`src/hw/rtl/gww_pkg.sv`:
```
// Shared types and constants for the greedy word wrap block.
// Used by gww_front, gww_back and the top level; depends on nothing.
package gww_pkg;

  localparam int unsigned MaxWidthDef = 32;
  localparam int unsigned CfgW        = 6;
  localparam int unsigned QueueDepth  = 2;

  localparam logic [CfgW-1:0] WidthReset = 6'd16;

  localparam logic [7:0] CharSpace   = 8'd32;
  localparam logic [7:0] CharHyphen  = 8'd45;
  localparam logic [7:0] CharNewline = 8'd10;

  typedef struct packed {
    logic [7:0] text_byte;
    logic       end_of_text;
  } gww_in_t;

  typedef struct packed {
    logic [7:0] out_byte;
    logic       last_of_run;
  } gww_out_t;

  typedef enum logic [1:0] {
    CLS_CHAR,
    CLS_SEP,
    CLS_EOT
  } gww_cls_e;

  typedef struct packed {
    gww_cls_e   cls;
    logic [7:0] text_byte;
  } gww_item_t;

  typedef struct packed {
    logic      valid;
    gww_item_t item;
  } gww_queue_t;

  typedef enum logic [2:0] {
    ST_IDLE,
    ST_PRE,
    ST_RUN,
    ST_HYPH,
    ST_NL,
    ST_EOT
  } gww_state_e;

endpackage

```
`src/hw/rtl/greedy_word_wrap_with_hyphen_split.sv`:
```
// Greedy word wrap with hyphen split. Bytes enter a two-entry queue at up to
// one per cycle; a byte that only extends the pending word is popped as soon as
// it reaches the head of the queue, so plain text streams at one byte per cycle.
// A space or end of text that closes a word holds the back-end sequencer while
// it emits the separator and the pending word, which is read out of its buffer
// one byte per cycle unless the output stalls; the queue stalls the input once full.
// Results leave through an output register. Writing the line width (cfg_we_i)
// restarts the text. Depends on gww_pkg, gww_front and gww_back.
module greedy_word_wrap_with_hyphen_split #(
  parameter int unsigned MAX_WIDTH = gww_pkg::MaxWidthDef
) (
  input  logic                      clk_i,
  input  logic                      rst_ni,
  input  logic                      in_valid_i,
  output logic                      in_stall_o,
  input  gww_pkg::gww_in_t          in_i,
  output logic                      out_valid_o,
  input  logic                      out_stall_i,
  output gww_pkg::gww_out_t         out_o,
  input  logic                      cfg_we_i,
  input  logic [gww_pkg::CfgW-1:0]  cfg_wdata_i
);

  gww_pkg::gww_queue_t queue;
  logic                pop;

  gww_front u_front (
    .clk_i      (clk_i),
    .rst_ni     (rst_ni),
    .in_valid_i (in_valid_i),
    .in_stall_o (in_stall_o),
    .in_i       (in_i),
    .q_o        (queue),
    .pop_i      (pop)
  );

  gww_back #(
    .MAX_WIDTH (MAX_WIDTH)
  ) u_back (
    .clk_i       (clk_i),
    .rst_ni      (rst_ni),
    .q_i         (queue),
    .pop_o       (pop),
    .cfg_we_i    (cfg_we_i),
    .cfg_wdata_i (cfg_wdata_i),
    .out_valid_o (out_valid_o),
    .out_stall_i (out_stall_i),
    .out_o       (out_o)
  );

endmodule

```
`src/hw/rtl/gww_front.sv`:
```
// Input side of the word wrap block: accepts bytes, classifies them and
// holds them in a short queue for the back end. Depends on gww_pkg.
module gww_front (
  input  logic                clk_i,
  input  logic                rst_ni,
  input  logic                in_valid_i,
  output logic                in_stall_o,
  input  gww_pkg::gww_in_t    in_i,
  output gww_pkg::gww_queue_t q_o,
  input  logic                pop_i
);

  localparam int unsigned PtrW = $clog2(gww_pkg::QueueDepth);
  localparam int unsigned CntW = $clog2(gww_pkg::QueueDepth + 1);

  gww_pkg::gww_item_t entry_q [gww_pkg::QueueDepth];
  logic [PtrW-1:0]    wr_ptr_q, wr_ptr_d;
  logic [PtrW-1:0]    rd_ptr_q, rd_ptr_d;
  logic [CntW-1:0]    fill_q, fill_d;
  gww_pkg::gww_item_t item_in;
  logic               push;
  logic               pop;

  always_comb begin
    item_in.text_byte = in_i.text_byte;
    if (in_i.end_of_text) begin
      item_in.cls = gww_pkg::CLS_EOT;
    end else if (in_i.text_byte == gww_pkg::CharSpace) begin
      item_in.cls = gww_pkg::CLS_SEP;
    end else begin
      item_in.cls = gww_pkg::CLS_CHAR;
    end
  end

  assign in_stall_o = (fill_q == CntW'(gww_pkg::QueueDepth));
  assign push       = in_valid_i && !in_stall_o;
  assign pop        = pop_i && (fill_q != '0);

  always_comb begin
    wr_ptr_d = wr_ptr_q;
    rd_ptr_d = rd_ptr_q;
    fill_d   = fill_q;
    if (push) begin
      wr_ptr_d = (wr_ptr_q == PtrW'(gww_pkg::QueueDepth - 1)) ? '0 : wr_ptr_q + PtrW'(1);
    end
    if (pop) begin
      rd_ptr_d = (rd_ptr_q == PtrW'(gww_pkg::QueueDepth - 1)) ? '0 : rd_ptr_q + PtrW'(1);
    end
    if (push && !pop) begin
      fill_d = fill_q + CntW'(1);
    end else if (pop && !push) begin
      fill_d = fill_q - CntW'(1);
    end
  end

  always_ff @(posedge clk_i or negedge rst_ni) begin
    if (!rst_ni) begin
      wr_ptr_q <= '0;
      rd_ptr_q <= '0;
      fill_q   <= '0;
    end else begin
      wr_ptr_q <= wr_ptr_d;
      rd_ptr_q <= rd_ptr_d;
      fill_q   <= fill_d;
    end
  end

  always_ff @(posedge clk_i) begin
    if (push) begin
      entry_q[wr_ptr_q] <= item_in;
    end
  end

  assign q_o.valid = (fill_q != '0);
  assign q_o.item  = entry_q[rd_ptr_q];

endmodule

```
`src/hw/rtl/gww_back.sv`:
```
// Back end of the word wrap block: pending-word store, line state and the
// sequencer that emits wrapped bytes. Depends on gww_pkg.
module gww_back #(
  parameter int unsigned MAX_WIDTH = gww_pkg::MaxWidthDef
) (
  input  logic                      clk_i,
  input  logic                      rst_ni,
  input  gww_pkg::gww_queue_t       q_i,
  output logic                      pop_o,
  input  logic                      cfg_we_i,
  input  logic [gww_pkg::CfgW-1:0]  cfg_wdata_i,
  output logic                      out_valid_o,
  input  logic                      out_stall_i,
  output gww_pkg::gww_out_t         out_o
);

  localparam int unsigned CFG_W  = gww_pkg::CfgW;
  localparam int unsigned CNT_W  = $clog2(MAX_WIDTH + 2);
  localparam int unsigned ADDR_W = $clog2(MAX_WIDTH + 1);
  localparam int unsigned DEPTH  = 2 ** ADDR_W;
  localparam logic [CFG_W-1:0] MinCfg = CFG_W'(2);
  localparam logic [CFG_W-1:0] MaxCfg = CFG_W'(MAX_WIDTH);

  // The pending word lives in a circular buffer so that a split word keeps
  // its remainder in place.
  logic [7:0]          store_q [DEPTH];
  logic [7:0]          rd_data_q;
  logic [ADDR_W-1:0]   rd_addr;
  logic                wr_en;
  logic [ADDR_W-1:0]   wr_addr;

  gww_pkg::gww_state_e state_q, state_d;
  logic [ADDR_W-1:0]   head_q, head_d;
  logic [CNT_W-1:0]    count_q, count_d;
  logic [CNT_W-1:0]    line_len_q, line_len_d;
  logic                fresh_q, fresh_d;
  logic                long_q, long_d;
  logic [CFG_W-1:0]    width_q, width_d;
  logic [CNT_W-1:0]    run_left_q, run_left_d;
  logic [CNT_W-1:0]    rem_q, rem_d;
  logic                split_q, split_d;
  logic                long_nl_q, long_nl_d;
  logic                eot_nl_q, eot_nl_d;
  logic [7:0]          pre_q, pre_d;
  logic                out_valid_q, out_valid_d;
  gww_pkg::gww_out_t   out_q, out_d;

  logic [CNT_W-1:0]    w;
  logic [CNT_W-1:0]    wm1;
  logic [CNT_W:0]      len_sum;
  logic                fits;
  logic [CNT_W-1:0]    new_len;
  logic                split_go;
  logic                emit;
  logic                emit_ok;
  logic [7:0]          emit_byte;
  logic                emit_last;

  always_comb begin
    if (width_q < MinCfg) begin
      w = CNT_W'(2);
    end else if (width_q > MaxCfg) begin
      w = CNT_W'(MAX_WIDTH);
    end else begin
      w = width_q[CNT_W-1:0];
    end
  end

  assign wm1      = w - CNT_W'(1);
  assign len_sum  = {1'b0, line_len_q} + (CNT_W + 1)'(1) + {1'b0, count_q};
  assign fits     = (len_sum <= {1'b0, w});
  assign split_go = long_q ? (count_q >= wm1) : (count_q >= w);
  assign emit_ok  = !out_valid_q || !out_stall_i;
  assign wr_addr  = head_q + count_q[ADDR_W-1:0];
  assign rd_addr  = head_d;

  always_comb begin
    state_d    = state_q;
    head_d     = head_q;
    count_d    = count_q;
    line_len_d = line_len_q;
    fresh_d    = fresh_q;
    long_d     = long_q;
    width_d    = width_q;
    run_left_d = run_left_q;
    rem_d      = rem_q;
    split_d    = split_q;
    long_nl_d  = long_nl_q;
    eot_nl_d   = eot_nl_q;
    pre_d      = pre_q;
    new_len    = line_len_q;
    pop_o      = 1'b0;
    wr_en      = 1'b0;
    emit       = 1'b0;
    emit_byte  = rd_data_q;
    emit_last  = 1'b0;

    case (state_q)
      gww_pkg::ST_IDLE: begin
        if (q_i.valid && !cfg_we_i) begin
          pop_o = 1'b1;
          case (q_i.item.cls)
            gww_pkg::CLS_CHAR: begin
              wr_en = 1'b1;
              if (split_go) begin
                // The word no longer fits any line: cut it into pieces.
                split_d    = 1'b1;
                rem_d      = count_q + CNT_W'(1);
                run_left_d = wm1;
                count_d    = '0;
                long_d     = 1'b1;
                fresh_d    = 1'b1;
                line_len_d = '0;
                if (!long_q && !fresh_q) begin
                  pre_d   = gww_pkg::CharNewline;
                  state_d = gww_pkg::ST_PRE;
                end else begin
                  state_d = gww_pkg::ST_RUN;
                end
              end else begin
                count_d = count_q + CNT_W'(1);
              end
            end
            default: begin
              if (count_q != '0) begin
                run_left_d = count_q;
                count_d    = '0;
                split_d    = 1'b0;
                state_d    = gww_pkg::ST_RUN;
                if (long_q) begin
                  long_nl_d = 1'b1;
                  long_d    = 1'b0;
                end else if (fresh_q) begin
                  new_len = count_q;
                  fresh_d = 1'b0;
                end else if (fits) begin
                  new_len = len_sum[CNT_W-1:0];
                  pre_d   = gww_pkg::CharSpace;
                  state_d = gww_pkg::ST_PRE;
                end else begin
                  new_len = count_q;
                  pre_d   = gww_pkg::CharNewline;
                  state_d = gww_pkg::ST_PRE;
                end
                line_len_d = new_len;
              end
              eot_nl_d = (q_i.item.cls == gww_pkg::CLS_EOT) && (new_len != '0);
              if (q_i.item.cls == gww_pkg::CLS_EOT) begin
                line_len_d = '0;
                fresh_d    = 1'b1;
                long_d     = 1'b0;
                if (count_q == '0 && new_len != '0) begin
                  state_d = gww_pkg::ST_EOT;
                end
              end
            end
          endcase
        end
      end
      gww_pkg::ST_PRE: begin
        emit      = 1'b1;
        emit_byte = pre_q;
        if (emit_ok) begin
          state_d = gww_pkg::ST_RUN;
        end
      end
      gww_pkg::ST_RUN: begin
        emit      = 1'b1;
        emit_byte = rd_data_q;
        emit_last = (run_left_q == CNT_W'(1)) && !split_q && !long_nl_q && !eot_nl_q;
        if (emit_ok) begin
          head_d     = head_q + ADDR_W'(1);
          run_left_d = run_left_q - CNT_W'(1);
          if (split_q) begin
            rem_d = rem_q - CNT_W'(1);
          end
          if (run_left_q == CNT_W'(1)) begin
            if (split_q) begin
              state_d = gww_pkg::ST_HYPH;
            end else if (long_nl_q) begin
              state_d = gww_pkg::ST_NL;
            end else if (eot_nl_q) begin
              state_d = gww_pkg::ST_EOT;
            end else begin
              state_d = gww_pkg::ST_IDLE;
            end
          end
        end
      end
      gww_pkg::ST_HYPH: begin
        emit      = 1'b1;
        emit_byte = gww_pkg::CharHyphen;
        if (emit_ok) begin
          state_d = gww_pkg::ST_NL;
        end
      end
      gww_pkg::ST_NL: begin
        emit      = 1'b1;
        emit_byte = gww_pkg::CharNewline;
        emit_last = split_q ? !(rem_q > wm1) : !eot_nl_q;
        if (emit_ok) begin
          long_nl_d = 1'b0;
          if (split_q) begin
            if (rem_q > wm1) begin
              run_left_d = wm1;
              state_d    = gww_pkg::ST_RUN;
            end else begin
              // What is left of the split word stays pending.
              count_d = rem_q;
              split_d = 1'b0;
              state_d = gww_pkg::ST_IDLE;
            end
          end else if (eot_nl_q) begin
            state_d = gww_pkg::ST_EOT;
          end else begin
            state_d = gww_pkg::ST_IDLE;
          end
        end
      end
      gww_pkg::ST_EOT: begin
        emit      = 1'b1;
        emit_byte = gww_pkg::CharNewline;
        emit_last = 1'b1;
        if (emit_ok) begin
          eot_nl_d = 1'b0;
          state_d  = gww_pkg::ST_IDLE;
        end
      end
      default: begin
        state_d = gww_pkg::ST_IDLE;
      end
    endcase

    // A width write restarts the text.
    if (cfg_we_i) begin
      width_d    = cfg_wdata_i;
      count_d    = '0;
      line_len_d = '0;
      fresh_d    = 1'b1;
      long_d     = 1'b0;
    end
  end

  always_comb begin
    out_d       = out_q;
    out_valid_d = out_valid_q;
    if (emit && emit_ok) begin
      out_d.out_byte    = emit_byte;
      out_d.last_of_run = emit_last;
      out_valid_d       = 1'b1;
    end else if (!out_stall_i) begin
      out_valid_d = 1'b0;
    end
  end

  always_ff @(posedge clk_i or negedge rst_ni) begin
    if (!rst_ni) begin
      state_q     <= gww_pkg::ST_IDLE;
      head_q      <= '0;
      count_q     <= '0;
      line_len_q  <= '0;
      fresh_q     <= 1'b1;
      long_q      <= 1'b0;
      width_q     <= gww_pkg::WidthReset;
      run_left_q  <= '0;
      rem_q       <= '0;
      split_q     <= 1'b0;
      long_nl_q   <= 1'b0;
      eot_nl_q    <= 1'b0;
      out_valid_q <= 1'b0;
    end else begin
      state_q     <= state_d;
      head_q      <= head_d;
      count_q     <= count_d;
      line_len_q  <= line_len_d;
      fresh_q     <= fresh_d;
      long_q      <= long_d;
      width_q     <= width_d;
      run_left_q  <= run_left_d;
      rem_q       <= rem_d;
      split_q     <= split_d;
      long_nl_q   <= long_nl_d;
      eot_nl_q    <= eot_nl_d;
      out_valid_q <= out_valid_d;
    end
  end

  always_ff @(posedge clk_i) begin
    pre_q <= pre_d;
    out_q <= out_d;
  end

  always_ff @(posedge clk_i) begin
    if (wr_en) begin
      store_q[wr_addr] <= q_i.item.text_byte;
    end
    rd_data_q <= store_q[rd_addr];
  end

  assign out_valid_o = out_valid_q;
  assign out_o       = out_q;

endmodule
```
`config.mk`:
```
export PLATFORM = sky130hd
export DESIGN_NAME = greedy_word_wrap_with_hyphen_split
export DESIGN_NICKNAME = d
export VERILOG_FILES = /design/src/hw/rtl/gww_pkg.sv /design/src/hw/rtl/greedy_word_wrap_with_hyphen_split.sv /design/src/hw/rtl/gww_front.sv /design/src/hw/rtl/gww_back.sv
export SDC_FILE = /design/constraint.sdc
export NUM_CORES = 1
export LEC_CHECK = 0
export ABC_AREA = 1
export BUFFER_PORTS_ARGS = -buffer_cell sky130_fd_sc_hd__clkbuf_2
export CORE_ASPECT_RATIO = 0.9
export CORE_MARGIN = 10
export CORE_UTILIZATION = 59
export CTS_BUF_LIST = sky130_fd_sc_hd__clkbuf_4 sky130_fd_sc_hd__clkbuf_8
export CTS_CLUSTER_SIZE = 20
export DETAILED_ROUTE_END_ITERATION = 8
export GPL_ROUTABILITY_DRIVEN = 1
export PLACE_DENSITY = 0.75
export REMOVE_ABC_BUFFERS = 1
export SETUP_SLACK_MARGIN = 0.2
export SKIP_LAST_GASP = 1
export SLEW_MARGIN = 20
export SYNTH_ARGS = -nofsm -noshare
export SYNTH_HDL_FRONTEND = slang
export SYNTH_SLANG_ARGS = --single-unit
```
`constraint.sdc`:
```
create_clock -name clk_i -period 4.4 [get_ports clk_i]
set_clock_uncertainty 0.2 [all_clocks]
set_input_delay 0 -clock clk_i [delete_from_list [all_inputs] [get_ports clk_i]]
set_output_delay 0 -clock clk_i [all_outputs]
set_load 0.01 [all_outputs]
```
**After elaboration in Yosys (flattened, before gate mapping)**

Memory sizes are Yosys's and may differ from the RTL's. A register that Yosys moved wholly into a read port is not among the register bits.
Cells that the tools add are included.

- ROM bits: 0
- Memory bits (writable): 532
- Bits in registers: 66
- Output and inout port bits: 11
- Input bits: 20
- Bits in latches: 0
- Logic and storage cells: 251
- Memories kept: 2

- $lt $le $gt $ge: 6
- Div/mod/pow operators: 0
- Shift operators: 0
- $mul: 0
- Bitwise operators: 0
- Add/subtract/negate cells: 12
- Equal/unequal tests: 38
- Muxes and demuxes: 120
- Reductions and logical operators: 54

Memories:

| name | depth | bits a word | rd ports | clocked after Yosys merged registers in | wr ports | line | RTL |
|---|---|---|---|---|---|---|---|
| u_back.store_q | 64 | 8 | 1 | 1 | 1 | gww_back.sv:26 | `logic [7:0] store_q [DEPTH];` |
| u_front.entry_q | 2 | 10 | 1 | 0 | 1 | gww_front.sv:16 | `gww_pkg::gww_item_t entry_q [gww_pkg::QueueDepth];` |

Operators with widths:

| operator | number |
|---|---|
| $mux W6 | 39 |
| $mux W3 | 17 |
| $mux W8 | 6 |
| $mux W1 | 43 |
| $ne A2 B1 Y1 const B | 16 |
| $pmux W6 S2 | 2 |
| $pmux W8 S3 | 1 |
| $ne A3 B2 Y1 const B | 6 |
| $pmux W3 S6 | 1 |
| $pmux W6 S3 | 1 |
| $reduce_and A6 Y1 | 3 |
| $sub A6 B1 Y6 const B | 3 |
| $reduce_and A8 Y1 | 2 |
| $reduce_bool A2 Y1 | 8 |
| $add A6 B1 Y6 const B | 2 |
| $ge A6 B6 Y1 | 2 |
| $logic_and A1 B1 Y1 | 12 |
| $logic_not A1 Y1 | 12 |
| $mux W2 | 6 |
| $reduce_bool A6 Y1 | 2 |
| $reduce_and A5 Y1 | 2 |
| $eq A8 B6 Y1 const B | 1 |
| $ne A2 B2 Y1 const B | 4 |
| $reduce_and A4 Y1 | 2 |
| other kinds (30) | 37 |

**Longest topological paths before layout**

Gate-level depths: netlist of run 1.

- Depth in word-level cells: 18
- Depth in mapped cells: 27
- Mapped depth without buffers: 27

**By module**

From an unflattened synthesis of run 1, not the netlist that was laid out.

- Cell total of the unflattened synthesis: 2,215
- Area, all modules: 25,978.7 µm²

By module, submodules not included:

| module | seq. area each (µm²) | area an instance (µm²) | cells an instance | times used |
|---|---|---|---|---|
| gww_back | 16,993.8 | 24,975.2 | 2,124 | 1 |
| gww_front | 700.7 | 1,003.5 | 91 | 1 |

**Worst setup path before layout of run 1**

OpenSTA, ideal clock, no wires.

- Kind: register to register
- From: register u_back.count_q[0]
- To: register u_back.state_q[1]
- Path buffers: 0
- Clock period less this slack: 3.416 ns
- Library setup time: 0.116 ns
- Arrival: 3.099 ns
- Slack: 0.984 ns
- Required time: 4.084 ns
- Stages on the path, launching flop included: 28
- Cell sequence: dfrtp_1 -> inv_1 -> ha_1 -> fa_1 -> nand3b_1 -> nand2_1 -> nand2_1 -> nand2_1 -> inv_1 -> ha_1 -> nand2_1 -> nand2_1 -> a21oi_1 -> nand2_1 -> nand2_1 -> nand3_1 -> nand2_1 -> nand3_1 -> nand2_1 -> nor2_1 -> nand3_1 -> nand2_1 -> nand2_1 -> nand2_1 -> nand2_1 -> nand2_1 -> nand2_1 -> nand2_1

- Cells in the longest elaborated chain, start to end: 16
- Elaborated cells on any way between the ends: 24
- Classes of those cells: add/sub (1); order compare (3); eq/ne (1); mux (14); reduce/logical (5)

RTL lines:

| what | line | RTL |
|---|---|---|
| start: declaration | gww_back.sv:34 | `logic [CNT_W-1:0] count_q, count_d;` |
| start signal: assignment | gww_back.sv:274 | `count_q <= count_d;` |
| $add A7 B6 Y7 | gww_back.sv:70 | `assign len_sum = {1'b0, line_len_q} + (CNT_W + 1)'(1) + {1'b0, count_q};` |
| $le A7 B6 Y1 | gww_back.sv:71 | `assign fits = (len_sum <= {1'b0, w});` |
| $mux W6 | gww_back.sv:136 | `end else if (fits) begin` |
| $mux W6 | gww_back.sv:133 | `end else if (fresh_q) begin` |
| $mux W6 | gww_back.sv:130 | `if (long_q) begin` |
| $mux W6 | n/a |  |
| $mux W6 | gww_back.sv:102 | `case (q_i.item.cls)` |
| $mux W6 | gww_back.sv:100 | `if (q_i.valid && !cfg_we_i) begin` |
| $mux W6 | gww_back.sv:98 | `case (state_q)` |
| $reduce_bool A6 Y1 | gww_back.sv:152 | `if (count_q == '0 && new_len != '0) begin` |
| $logic_and A1 B1 Y1 | gww_back.sv:152 |  |
| $mux W3 | gww_back.sv:152 |  |
| $mux W3 | gww_back.sv:148 | `if (q_i.item.cls == gww_pkg::CLS_EOT) begin` |
| $mux W3 | gww_back.sv:102 |  |
| $mux W3 | gww_back.sv:100 |  |
| $pmux W3 S6 | gww_back.sv:98 |  |
| end signal: assignment | gww_back.sv:258 | `state_q <= gww_pkg::ST_IDLE;` |
| end signal: assignment | gww_back.sv:272 | `state_q <= state_d;` |
| end: declaration | gww_back.sv:32 | `gww_pkg::gww_state_e state_q, state_d;` |

Parallel ways exist; a longest one is shown, timed or not. The select of a mux whose other input is x is not followed.
A chain may end at the register's enable or synchronous reset.

**Worst setup path in the final report of run 1**

- From: register u_back.width_q[4]
- To: register u_back.rem_q[5]

- Cells in the longest elaborated chain, start to end: 8
- Elaborated cells on any way between the ends: 10
- Classes of those cells: add/sub (1); order compare (4); eq/ne (1); mux (3); reduce/logical (1)

RTL lines:

| what | line | RTL |
|---|---|---|
| start: declaration | gww_back.sv:38 | `logic [CFG_W-1:0] width_q, width_d;` |
| start signal: assignment | gww_back.sv:264 | `width_q <= gww_pkg::WidthReset;` |
| start signal: assignment | gww_back.sv:278 | `width_q <= width_d;` |
| $gt A6 B6 Y1 | gww_back.sv:62 | `end else if (width_q > MaxCfg) begin` |
| $mux W6 | gww_back.sv:62 |  |
| $mux W6 * | gww_back.sv:60 | `if (width_q < MinCfg) begin` |
| $sub A6 B1 Y6 | gww_back.sv:69 | `assign wm1 = w - CNT_W'(1);` |
| $ge A6 B6 Y1 | gww_back.sv:72 | `assign split_go = long_q ? (count_q >= wm1) : (count_q >= w);` |
| $mux W1 * | gww_back.sv:72 |  |
| $ne A2 B1 Y1 (no line) * | n/a |  |
| $reduce_and A6 Y1 (no line) * | n/a |  |
| end signal: assignment | gww_back.sv:280 | `rem_q <= rem_d;` |
| end: declaration | gww_back.sv:40 | `logic [CNT_W-1:0] rem_q, rem_d;` |

Every way passes the cells marked *; elsewhere a longest branch is shown, timed or not.

==> metrics.yaml, run 1 <==
run_status: "complete, no violations"
io_buffers: 30
nets: 2371
crit_required_ns: 4.81
post-place-cells: 2755
netlist_area_sq_um: 26100
clk_latency_ns: 0.70
cts_buffer_depth: 3
path_delay_family: "compound AO/OA/AOI/OAI gates"
drtIter0Drc: 2193
path_buf_inv: 6
worstPathMaxFanout: 12
grt_pass1_vias: 17582
max_stage_delay_ns: 0.62
endpoint_kind: "flop"
numClockSinks: 600
fmax_ghz: 0.256
drc: 0
path_cells: "inv_1 -> nand4_1 -> inv_1 -> nor3_1 -> buf_4 -> inv_1 -> ha_1 -> nand3_1 -> xor2_1 -> inv_1 -> ha_1 -> nand2_1 -> o221ai_1 -> o31ai_1 -> buf_4 -> a21oi_1 -> o21ai_0 -> o21ai_0"
tightest_slew_ns: 1.09
viasPerCell: 6.13
grt_usage_pct: 24.3
core-area_sq_um: 43300
design_area_sq_um: 29200
ys_types: 48
rsz0062_at_grt: "yes"
netlist_instances: 2175
tns_ns: 0
fp.dieArea_sq_um: 53000
setup_viol_count_final: 0
rows: 72
grt_pass1_wl_um: 101000
stdcell_count: 2970
avgSynthCellArea_sq_um: 12.0
synthArstFlopShare_pct: 8.17
grt_max_degree: 130
clkTransAtPathRegs_ns: 0.06
cts_root_buffer: "clkbuf_8"
drv_cap: 0
hold_slack_ns: 0.0903
placed_cell_area_sq_um: 26900
ys_ff_latch: 600
cts.htree.levels: 3
slowest_stage: "a21oi_1"
drtPass1Iterations: 7
hold_path_class: "in2reg"
drv_slew: 0
path_class: "reg2reg"
yosysWarnings: 0
drive_gt1_share_pct: 12.1
p_leak_nw: 10.4
ir_worst_vdd_v: 0.000593
gr-total-overflow: 0
wl_um: 65100
ioPinCount: 31
area_growth_pct: 12.2
cpMostUsedCell: "inv_1"
wl_per_cell_um: 21.9
p_per_area_nw_per_um2: 708
crit_arrival_ns: 4.33
gp_congestion: 0.883
fp.dieW_um: 242
postRouteAntennaNets: 0
cts_made_buffers: 93
vias: 18196
die_h_um: 219
relSlewSlack_pct: 27.4
timing.final.crit_share_pct: 88.9
period_minus_slack_ns: 3.91
dp_hpwl_um: 39000
seq_area_frac_synth_pct: 67.9
hold_violations: 0
antenna_found_initial: 1
startpoint_type: "flop"
synth_edf_count: 543
start_util_pct: 60.1
power.total_mw: 20.7
cts_tree: "yes"
synth-main-ff-cell: "edfxtp_1"
## cell usage after synthesis, types with 4 or more instances
cell	count	share of area, %
edfxtp_1	543	63
nor2_1	381	5.5
o21ai_0	239	4.6
nand2_1	182	2.6
inv_1	110	1.6
nand3_1	106	2.0
o221ai_1	84	2.8
o21ai_1	79	1.5
buf_2	63	1.2
o211ai_1	54	1.6
o22ai_1	49	1.2
dfrtp_1	47	4.5
ha_1	43	2.1
a21oi_1	32	0.61
buf_6	22	0.95
nand4_1	19	0.46
clkbuf_1	18	0.26
buf_4	12	0.35
xor2_1	11	0.37
xnor2_1	9	0.30
dfxtp_1	8	0.61
mux2_2	8	0.35
inv_2	7	0.10
nor3_1	6	0.12
nand3b_1	4	0.12
## layout by cell type (no fill, tap or decap), types with 3 or more instances in the layout
cell type / n
nand2_1: 182
buf_12: 9
o221ai_1: 84
mux2_2: 8
xnor2_1: 8
dlygate4sd3_1: 47
o211ai_1: 54
clkbuf_4: 25
bufinv_16: 4
o21ai_1: 79
xor2_1: 11
inv_2: 6
nand3_1: 105
ha_1: 43
nor3_1: 6
nor2_2: 3
clkbuf_2: 30
nand4_1: 19
o21ai_0: 239
nor2_1: 380
inv_1: 110
nor4_1: 3
o22ai_1: 49
clkinvlp_4: 3
dfrtp_1: 46
edfxtp_1: 543
clkbuf_8: 99
buf_4: 64
nand3b_1: 4
clkinv_1: 22
dfxtp_1: 8
clkinv_2: 12
o31ai_1: 3
inv_6: 3
a21oi_1: 32
## per-layer routing
layer  vias to the layer above  part of all wire (%)  global-route usage, %
met1                      8768                    41                   33.4
met3                       161                   9.9                   5.11
met4                         0                   3.0                   9.34
met5                         -                     0                      0
met2                      1018                    46                   37.8
li1                       8249                     -                      -
## repair_timing
item | 4_1_cts | 5_1_grt
hold endpoints to repair | 121 | 0
hold buffers | 48 | 0
buffers inserted | 0 | 0
endpoints found under the setup margin | 0 | 7
gates resized for setup | 0 | 3
## final cells by class
| type | count | area [sq um] |
|---|---|---|
| flip-flops and latches | 600 | 17700 |
| fillers | 3068 | 14100 |
| multi-input cells | 1339 | 7210 |
| clock buffers | 124 | 1550 |
| repair buffers | 151 | 1290 |
| well taps | 592 | 741 |
| inverters | 121 | 465 |
| clock inverters | 41 | 294 |
| diodes | 2 | 5.00 |
## worst paths after layout
| path | start | endpoint | slack [ns] | cells past startpoint |
|---|---|---|---|---|
| max | u_back.width_q[4] | u_back.rem_q[5] | 0.49 | 18 |
| min | in_i[5] | u_front.entry_q[1][8] | 0.09 | 4 |
| max reg2reg | u_back.width_q[4] | u_back.rem_q[5] | 0.49 | 18 |
| min reg2reg | u_back.fresh_q | u_back.fresh_q | 0.31 | 2 |
| max in group asynchronous | rst_ni | u_back.width_q[4] | 3.30 | 4 |
| min in group asynchronous | rst_ni | u_back.long_q | 0.32 | 4 |
## stage by stage
step / setup WS (ns) / utilization (%)
global route: 0.202 / 67.5
floorplan: -0.0762 / -
detailed placement: 0.456 / 62.1
global placement: 0.556 / 62.1
CTS: 0.409 / 67.5
finish: 0.487 / 67.5
## registers in the layout (all words and copies together) (netlist names), 3 cells and up
name / cells
u_back.run_left_q: 6
u_back.line_len_q: 6
u_back.state_q: 3
u_back.width_q: 6
u_back.out_o: 9
u_back.store_q: 512
u_front.entry_q: 20
u_back.rd_data_q: 8
u_back.count_q: 6
u_back.rem_q: 6
u_back.head_q: 6
## worst reg2reg max path, stage by stage (launching register included)
cell      delay [ns]
dfstp_2         0.53
inv_1           0.05
nand4_1         0.14
inv_1           0.06
nor3_1          0.14
buf_4           0.16
inv_1           0.09
ha_1            0.25
nand3_1         0.11
xor2_1          0.21
inv_1           0.12
ha_1            0.31
nand2_1         0.07
o221ai_1        0.20
o31ai_1         0.10
buf_4           0.16
a21oi_1         0.62
o21ai_0         0.19
o21ai_0         0.11
## logic make-up after synthesis
kind of cell / Yosys count / share of synthesized area, %
xor gates and xnor gates: 23 / 0.903
muxes: 8 / 0.346
buffers and inverters: 237 / 4.56
and+or+nand+nor: 716 / 11.5
other: 1 / 0.0144
DFF: 600 / 67.9
AOI/OAI and AO/OA: 545 / 12.5
adders and majority gates: 45 / 2.22
## power by group
group / internal, mW / switching [mW] / leakage (nW)
clock network: 2.52 / 2.14 / 0.969
registers: 7.18 / 0.229 / 5.58
logic: 2.45 / 6.18 / 3.82
total: 12.2 / 8.55 / 10.4
(Power assumes the default switching activity.)
==> inputs of run 2 (changes only) <==
--- a/config.mk
+++ b/config.mk
@@ -14,6 +14,7 @@
 export CTS_CLUSTER_SIZE = 20
 export DETAILED_ROUTE_END_ITERATION = 8
 export GPL_ROUTABILITY_DRIVEN = 1
+export HOLD_SLACK_MARGIN = 0.1
 export PLACE_DENSITY = 0.75
 export REMOVE_ABC_BUFFERS = 1
 export SETUP_SLACK_MARGIN = 0.2
==> metrics.yaml, run 2 (synthesized netlist as in run 1, its figures left out) <==
run_status: "complete, no violations"
start_util_pct: 60.1  # unchanged
largest-register: "u_back.store_q"
final_cell_mix: "edfxtp_1, nor2_1, o21ai_0"
clk_latency_ns: 0.70  # about the same
cts_setup_buffers: 0  # unchanged
area_growth_pct: 12.3  # about the same
die_h_um: 219  # unchanged
period_minus_slack_ns: 3.91  # +0.000907 ns
cts_root_buffer: "clkbuf_8"
hold_path_class: "in2reg"
timing.final.crit_share_pct: 89.0  # about the same
cp-startpoint: "u_back.width_q[4]"
drv_cap: 0  # unchanged
setup_viol_count_final: 0  # unchanged
postRouteAntennaNets: 0  # unchanged
m1WireLength_um: 26800  # +0.26%
cts_made_buffers: 93  # unchanged
largest_reg_flops: 512  # unchanged
core-area_sq_um: 43300  # unchanged
gp_congestion: 0.883  # unchanged
stdcell_count: 2970  # unchanged
crit_arrival_ns: 4.33  # about the same
route.met3.wl_um: 6510  # +1.2%
tightest_slew_ns: 1.09  # +0.00147 ns
r2r-start: "u_back.width_q[4]"
numClockSinks: 600  # unchanged
crit_path_end: "u_back.rem_q[5]"
comb_power_share_pct: 41.7  # about the same
gr-total-overflow: 0  # unchanged
p_per_area_nw_per_um2: 708  # about the same
antenna_found_initial: 1  # unchanged
p_int_mw: 12.2  # about the same
p_clk_share_pct: 22.5  # about the same
relSlewSlack_pct: 27.3  # -0.098 points
rows: 72  # unchanged
fp.dieW_um: 242  # unchanged
clkTransAtPathRegs_ns: 0.07  # about the same
post-place-cells: 2755  # unchanged
wl_per_cell_um: 22.0  # +0.16%
p_seq_share_pct: 35.8  # about the same
mostFrequentLayoutCell: "edfxtp_1"
postLayoutCoreUtil_pct: 67.5  # about the same
grt_max_degree: 130  # unchanged
topRoutingLayerUsed: "met4"
power_switching_mw: 8.56  # +0.11%
power.total_mw: 20.7  # about the same
drtIter0Drc: 2260  # +3.1%
switching_share_pct: 41.3  # about the same
grt_pass1_vias: 17589  # +0.040%
grt_usage_pct: 24.3  # unchanged
drc: 0  # unchanged
cts_buffer_depth: 3  # unchanged
vias: 18165  # -0.17%
path_class: "reg2reg"
nets: 2372  # +0.042%
ir_worst_vdd_v: 0.000594  # +0.28%
tns_ns: 0  # unchanged
hold_slack_ns: 0.137  # +0.0467 ns
hold_violations: 0  # unchanged
viasPerCell: 6.12  # -0.17%
dp_hpwl_um: 39000  # unchanged
ff2ff_path_depth: 18  # unchanged
wl_met2_um: 29800  # -0.85%
worstPathMaxFanout: 12  # unchanged
startpoint_type: "flop"
ioPinCount: 31  # unchanged
wl_um: 65200  # +0.16%
fmax_ghz: 0.255  # about the same
fp.dieArea_sq_um: 53000  # unchanged
io_buffers: 30  # unchanged
drv_slew: 0  # unchanged
cts.htree.levels: 3  # unchanged
cts_tree: "yes"
endpoint_kind: "flop"
p_leak_nw: 10.4  # about the same
drtPass1Iterations: 7  # unchanged
drive_gt1_share_pct: 12.1  # about the same
rsz0062_at_grt: "yes"
r2r-end: "u_back.rem_q[5]"
crit_required_ns: 4.81  # about the same
grt_pass1_wl_um: 101000  # about the same
regToRegSetupSlack_ns: 0.49  # about the same
[run 2: per-stage QoR]
step	instance area (sq um)	worst slack, ns
after CTS	29200	0.409
after floorplan	25300	-0.0762
after global placement	26900	0.556
final	29300	0.486
after detailed placement	26900	0.456
after global routing	29300	0.202
[run 2: power groups by stage]
stage | registers (mW) | clock network, mW | logic, mW
3_5_place_dp | 7.52 | 0 | 8.41
4_1_cts | 7.41 | 4.73 | 8.48
2_1_floorplan | 7.48 | 0 | 5.29
5_1_grt | 7.44 | 4.99 | 9.46
6_report | 7.41 | 4.67 | 8.63
3_3_place_gp | 7.51 | 0 | 8.18
[run 2: how the worst min path moves through the flow]
stage | end | slack (ns) | cells after the start | from
4_1_cts | u_front.wr_ptr_q | 0.11 | 6 | in_valid_i
2_1_floorplan | u_back.count_q[0] | -0.50 | 0 | rst_ni
3_3_place_gp | u_back.width_q[5] | -0.19 | 1 | rst_ni
5_1_grt | u_front.wr_ptr_q | 0.18 | 6 | in_valid_i
3_5_place_dp | u_back.width_q[5] | -0.18 | 1 | rst_ni
6_report | u_front.wr_ptr_q | 0.14 | 6 | in_valid_i
[run 2: layer usage]
layer	global-route usage, %	up-vias
met3	5.11	169
met4	9.34	0
met2	37.8	1009
li1	-	8247
met5	0	-
met1	33.4	8740
[run 2: worst max-delay path, stage by stage (launching register included)]
cell      delay (ns)
dfstp_2         0.53
inv_1           0.05
nand4_1         0.13
inv_1           0.06
nor3_1          0.14
buf_4           0.16
inv_1           0.09
ha_1            0.25
nand3_1         0.11
xor2_1          0.21
inv_1           0.12
ha_1            0.31
nand2_1         0.07
o221ai_1        0.20
o31ai_1         0.10
buf_4           0.16
a21oi_1         0.63
o21ai_0         0.19
o21ai_0         0.11
[run 2: what timing repair did]
item | 4_1_cts | 5_1_grt
hold buffers | 49 | 0
gates resized for setup | 0 | 3
setup endpoints to repair | 0 | 7
hold endpoints to repair | 139 | 0
[run 2: layout make-up]
cell class | count | area (sq um)
inverter | 121 | 465
timing repair buffer | 152 | 1300
tap | 592 | 741
clock inverter | 41 | 294
clock buffer | 124 | 1550
fill | 3068 | 14100
sequential | 600 | 17700
multi-input combinational | 1339 | 7210
antenna | 1 | 2.50
